==> src/sv/phit_pkg.sv <==
// Shared types, sizes and codes for the polygon region hit test block.
package phit_pkg;

  // Store sizes
  localparam int MAX_REGIONS  = 64;
  localparam int MAX_VERTICES = 512;

  localparam int REG_AW = (MAX_REGIONS > 1) ? $clog2(MAX_REGIONS) : 1;
  localparam int VTX_AW = $clog2(MAX_VERTICES);
  localparam int RCNT_W = $clog2(MAX_REGIONS + 1);
  localparam int VCNT_W = $clog2(MAX_VERTICES + 1);

  // Field widths
  localparam int CMD_W   = 2;
  localparam int COORD_W = 16;
  localparam int TAG_W   = 10;
  localparam int DIFF_W  = COORD_W + 1;
  localparam int PROD_W  = 2 * DIFF_W;

  // Smallest region that is tested
  localparam int MIN_EDGES = 3;

  typedef enum logic [CMD_W-1:0] {
    CMD_CLEAR  = 2'd0,
    CMD_OPEN   = 2'd1,
    CMD_VERTEX = 2'd2,
    CMD_QUERY  = 2'd3
  } cmd_t;

  typedef struct packed {
    logic signed [COORD_W-1:0] x;
    logic signed [COORD_W-1:0] y;
  } vertex_t;

  typedef struct packed {
    logic [VTX_AW-1:0] first;
    logic [VCNT_W-1:0] count;
    logic [TAG_W-1:0]  tag;
  } region_rec_t;

  // Request to the shared edge unit
  typedef struct packed {
    logic    start;
    vertex_t cur;
    vertex_t prev;
    vertex_t pt;
  } edge_req_t;

  typedef struct packed {
    logic done;
    logic crossing;
  } edge_res_t;

  typedef enum logic [2:0] {
    S_IDLE,
    S_REG_RD,
    S_REG_CHK,
    S_V_PREV,
    S_V_CUR,
    S_EDGE,
    S_V_RD,
    S_DONE
  } seq_state_t;

  typedef enum logic [1:0] {
    E_IDLE,
    E_MUL_A,
    E_MUL_B,
    E_CMP
  } edge_state_t;

endpackage

==> src/sv/phit_edge.sv <==
// Shared edge unit: one multiplier works out the crossing test of one polygon edge.
module phit_edge
  import phit_pkg::*;
(
  input  logic      clk,
  input  logic      rst,
  input  edge_req_t req,
  output edge_res_t res
);

  edge_state_t state, state_next;

  logic signed [DIFF_W-1:0] da, dy, dx, dq;
  logic                     straddle;
  logic signed [PROD_W-1:0] prod, lhs;
  logic signed [DIFF_W-1:0] op_a, op_b;
  logic signed [PROD_W-1:0] prod_next;
  logic                     less, more;

  // State register
  always_ff @(posedge clk) begin
    if (rst) begin
      state <= E_IDLE;
    end else begin
      state <= state_next;
    end
  end

  // Operand select for the one multiplier
  always_comb begin
    op_a = da;
    op_b = dy;
    if (state == E_MUL_B) begin
      op_a = dx;
      op_b = dq;
    end
  end

  assign prod_next = PROD_W'(op_a) * PROD_W'(op_b);
  assign less      = (lhs < prod);
  assign more      = (lhs > prod);

  // Next state and result
  always_comb begin
    state_next   = state;
    res.done     = 1'b0;
    res.crossing = 1'b0;
    unique case (state)
      E_IDLE: begin
        if (req.start) begin
          state_next = E_MUL_A;
        end
      end
      E_MUL_A: begin
        state_next = E_MUL_B;
      end
      E_MUL_B: begin
        state_next = E_CMP;
      end
      E_CMP: begin
        res.done     = 1'b1;
        // rising edge: query x left when lhs < rhs; falling edge turns it round
        res.crossing = straddle & (dy[DIFF_W-1] ? more : less);
        state_next   = E_IDLE;
      end
      default: begin
        state_next = E_IDLE;
      end
    endcase
  end

  // Operand latch and product registers
  always_ff @(posedge clk) begin
    if (state == E_IDLE && req.start) begin
      da       <= DIFF_W'(req.pt.x) - DIFF_W'(req.cur.x);
      dy       <= DIFF_W'(req.prev.y) - DIFF_W'(req.cur.y);
      dx       <= DIFF_W'(req.prev.x) - DIFF_W'(req.cur.x);
      dq       <= DIFF_W'(req.pt.y) - DIFF_W'(req.cur.y);
      straddle <= (req.cur.y > req.pt.y) != (req.prev.y > req.pt.y);
    end
    if (state == E_MUL_A || state == E_MUL_B) begin
      prod <= prod_next;
    end
    if (state == E_MUL_B) begin
      lhs <= prod;
    end
  end

`ifndef SYNTHESIS
  // a new edge is only started while the unit is free
  a_start_idle: assert property (@(posedge clk) disable iff (rst)
    req.start |-> state == E_IDLE)
    else $error("edge unit started while busy");

  // the result comes in the compare state, after the two multiply states
  a_done_lat: assert property (@(posedge clk) disable iff (rst)
    (req.start && state == E_IDLE) |-> ##3 res.done)
    else $error("edge result latency wrong");
`endif

endmodule

==> config.mk <==
export PLATFORM = sky130hd
export DESIGN_NAME = phit_edge
export DESIGN_NICKNAME = d
export VERILOG_FILES = /design/src/sv/phit_pkg.sv /design/src/sv/phit_edge.sv
export SDC_FILE = /design/constraint.sdc
export NUM_CORES = 1
export LEC_CHECK = 0
export BUFFER_PORTS_ARGS = -buffer_cell sky130_fd_sc_hd__buf_2
export CORE_ASPECT_RATIO = 0.8
export CORE_MARGIN = 10
export CORE_UTILIZATION = 49
export CTS_CLUSTER_DIAMETER = 30
export DETAILED_ROUTE_END_ITERATION = 8
export PLACE_DENSITY_LB_ADDON = 0.25
export SLEW_MARGIN = 25
export SYNTH_ARGS = -nofsm -noshare
export SYNTH_HDL_FRONTEND = slang
export SYNTH_SLANG_ARGS = --single-unit
==> constraint.sdc <==
create_clock -name clk -period 8.8 [get_ports clk]
set_input_delay 1.76 -clock clk [delete_from_list [all_inputs] [get_ports clk]]
set_output_delay 1.76 -clock clk [all_outputs]
set_load 0.05 [all_outputs]
==> results by group <==
Outcome
  – Status: complete, no violations

STA
  – RSZ-0062 raised after global routing: false
  – Setup tns final: 0 ns
  – Hold Vio Cnt, Final: 0
  – Max Clk Rate: 0.124 GHz
  – Worst Skew: 0.00926 ns
  – Worst slew margin: 25.9%
  – # setup viols final: 0
  – Min Hold Slack: ~0.44 ns
  – Max-slew violations: 0
  – Slew at the pin closest to its max-slew limit: between 1 and 1.5 ns
  – Final min period: slightly above 8 ns
  – Final Cycle Share: just over 90%

Worst setup path
  – Critical Path AT: between 8 and 9 ns
  – R2R depth: 25
  – RR Endpoint: prod[33]$_DFFE_PP_
  – Worst Path Max Fanout: 17
  – Crit path launch type: flip-flop
  – Worst R2R Start: state[0]$_SDFFE_PP0P_
  – Reg-to-reg setup timing slack: roughly 0.74 ns
  – Critical path class: reg -> reg
  – CP required: roughly 9 ns
  – Nature of the critical path endpoint: flip-flop

Floorplanning
  – Number of I/O pins: 101
  – FP Rows: 65
  – Die area: 48100 um^2
  – Core area: approximately 39000 um^2
  – Die height: between 150 and 200 um
  – Die X: ~240 um
  – Initial Util: about half

Drt
  – Routed wire length per instance: about 18 um
  – DR WL met2: a little under 20000 um
  – Via count of the routed design: approximately 14000
  – Top Metal Used: met4
  – Overall routed net length: approximately 47000 um
  – Via density: ~5.2
  – Post-DRT Antenna Nets: 0
  – TritonRoute pass-1 iters: 5
  – Met1 Wirelength: 22300 um
  – Iteration-0 DRC Markers: between 900 and 1000
  – DRC viols: 0
  – Metal3 WL: about 4100 um

Flow run
  – Max Cap Viol: 0

Finish
  – Most frequent cells in the layout: inv_1, fa_1, nor2_1
  – Number of diodes: 0
  – FF+latch area: 4150 um^2
  – Layout fillers: 3485
  – Area growth from synthesis to layout: 9.79%
  – Share of cells above drive strength 1: 9.77%
  – Nets: approximately 2700
  – Multi-input logic area: about 14000 um^2
  – Most common cell after layout, fill and taps aside: inv_1

Clocking
  – Clk sinks: around 140
  – Hold buffer count at cts: 0
  – Clock latency on the worst-skew pair: roughly 0.44 ns
  – Max clock buf depth: 2
  – Post-CTS setup buffers: 0
  – Clk root buf: clkbuf_16
  – Clk slew on worst S/H paths: roughly 0.06 ns
  – CTS tree: done
  – Htree depth: 4
  – CTS Buf Count: 17
  – # resized after CTS: 0

Placed design
  – Port bufs: 100
  – Routability Congestion: 0.934
  – DP HPWL: about 39000 um

Synthesis
  – Syn. warnings: 0
  – Post-Synthesis Cells: slightly below 2000
  – Number of flops mapped to enable cells by yosys: approximately 140
  – Mapped Area: 19400 um^2
  – Synth Net Count: approximately 2600
  – Cell variety after synth: just under 60
  – Syn_area_per_cell: roughly 10 um^2
  – Top_reg_cell synth: edfxtp_1
  – Sequential area share after synthesis: between 20% and 30%
  – Seq cells post-synth: approximately 140
  – Ys async rst share: 0%

Min path
  – Hold Path End: lhs[23]$_DFFE_PN_
  – Hold Path Stages: 0
  – Hold crit path type: reg -> reg
  – Hold_sp: prod[23]$_DFFE_PP_

Global route
  – Largest net degree at the start of global routing: 65
  – Grt ovf: 0
  – Vias in the first global route: ~15000
  – All-layer global routing usage: approximately a fifth
  – First-pass GRT wire length: between 70000 and 80000 um
  – Initial antenna violation count: 0
kinds of logic (layout without fill, tap and decap cells):
family,after synthesis,in the layout,share of synthesized area (%)
AOI/OAI and AO/OA,218,218,7.62
xor gates and xnor gates,82,82,3.70
adders and majority gates,505,505,44.1
buffers and inverters,432,563,8.36
DFF,139,139,21.4
muxes,63,63,3.43
and+or+nand+nor,517,517,11.4
sequential cells by signal, summed over array words and instances, names as in the netlist:
register and cells:
dy 17, da 17, lhs 34, state 2, dx 17, dq 17, straddle 1, prod 34
stage by stage:
| stage | utilization (%) | std cells | area, um^2 | setup WS [ns] |
|---|---|---|---|---|
| after floorplan | - | 1956 | 19400 | 1.35 |
| after global placement | 52.7 | 2592 | 20700 | 0.922 |
| after detailed placement | 52.7 | 2592 | 20700 | 0.861 |
| after CTS | 54.3 | 2623 | 21300 | 0.808 |
| after global routing | 54.3 | 2623 | 21300 | 0.305 |
| final | 54.3 | 2623 | 21300 | 0.744 |
synthesized netlist by cell type (3+ instances only):
| cell type | number | area, um^2 |
|---|---|---|
| or3_1 | 6 | 37.5 |
| a41oi_1 | 3 | 26.3 |
| inv_1 | 404 | 1520 |
| a21boi_1 | 3 | 22.5 |
| a211oi_1 | 9 | 67.6 |
| a21oi_1 | 62 | 310 |
| clkbuf_1 | 23 | 86.3 |
| buf_1 | 3 | 11.3 |
| nand2_1 | 167 | 627 |
| nand2b_1 | 14 | 87.6 |
| a2111oi_0 | 5 | 43.8 |
| and2_1 | 5 | 31.3 |
| mux2_2 | 28 | 315 |
| a211o_1 | 4 | 35.0 |
| or2_2 | 4 | 25.0 |
| o21ai_0 | 27 | 135 |
| ha_1 | 205 | 2560 |
| o22ai_1 | 5 | 31.3 |
| o211ai_1 | 5 | 37.5 |
| xor2_1 | 14 | 123 |
| nor2_1 | 224 | 841 |
| mux2i_1 | 35 | 350 |
| xnor2_1 | 68 | 596 |
| fa_1 | 300 | 6010 |
| o31ai_1 | 4 | 30.0 |
| nand3_1 | 19 | 95.1 |
| and3_1 | 11 | 68.8 |
| nor2b_1 | 19 | 119 |
| o21ai_1 | 12 | 60.1 |
| nor3_1 | 26 | 130 |
| o21bai_1 | 8 | 60.1 |
| a21o_1 | 27 | 203 |
| nand4_1 | 12 | 75.1 |
| a31oi_1 | 4 | 25.0 |
| a211oi_2 | 3 | 37.5 |
| o21a_1 | 20 | 150 |
| edfxtp_1 | 137 | 4110 |
final cells by class:
type | count | area share (%)
Sequential cell | 139 | 19.5
Multi-Input combinational cell | 1385 | 64.0
Timing Repair Buffer | 128 | 3.33
Inverter | 404 | 7.11
Clock buffer | 18 | 2.01
Tap cell | 536 | 3.14
Clock inverter | 13 | 0.897
metal layers:
metal | track usage (%) | vias up
met3 | 6.46 | 46
met4 | 4.81 | 0
met5 | 0 | -
li1 | - | 6518
met1 | 28.5 | 6698
met2 | 30.4 | 386
worst max-delay path, cell delays in order (launching register included):
cell and delay, ns:
dfxtp_1 0.31, inv_1 0.14, ha_2 0.53, buf_4 0.34
mux2i_1 0.88, nor2_1 0.13, fa_1 0.53, inv_1 0.05
fa_1 0.48, inv_1 0.06, fa_1 0.44, fa_1 0.53
fa_1 0.65, inv_1 0.08, fa_1 0.48, inv_1 0.04
ha_1 0.34, a21o_1 0.21, a21o_1 0.18, a21oi_1 0.17
o21ai_1 0.10, nor3_1 0.15, a21oi_1 0.14, a221o_1 0.33
o41a_1 0.34, xnor2_1 0.14
how the worst max path moves through the flow:
stage | start | end | slack (ns) | depth (start not counted)
detailed placement | state[0]$_SDFFE_PP0P_ | prod[33]$_DFFE_PP_ | 0.86 | 25
floorplan | state[0]$_SDFFE_PP0P_ | prod[33]$_DFFE_PP_ | 1.35 | 25
CTS | state[0]$_SDFFE_PP0P_ | prod[33]$_DFFE_PP_ | 0.81 | 25
global route | state[0]$_SDFFE_PP0P_ | prod[33]$_DFFE_PP_ | 0.30 | 25
finish | state[0]$_SDFFE_PP0P_ | prod[33]$_DFFE_PP_ | 0.74 | 25
global placement | state[0]$_SDFFE_PP0P_ | prod[33]$_DFFE_PP_ | 0.92 | 25
Power is left out: the tool's default activity adds up to more than one toggle a clock period on the data nets, which glitch-free logic cannot reach.
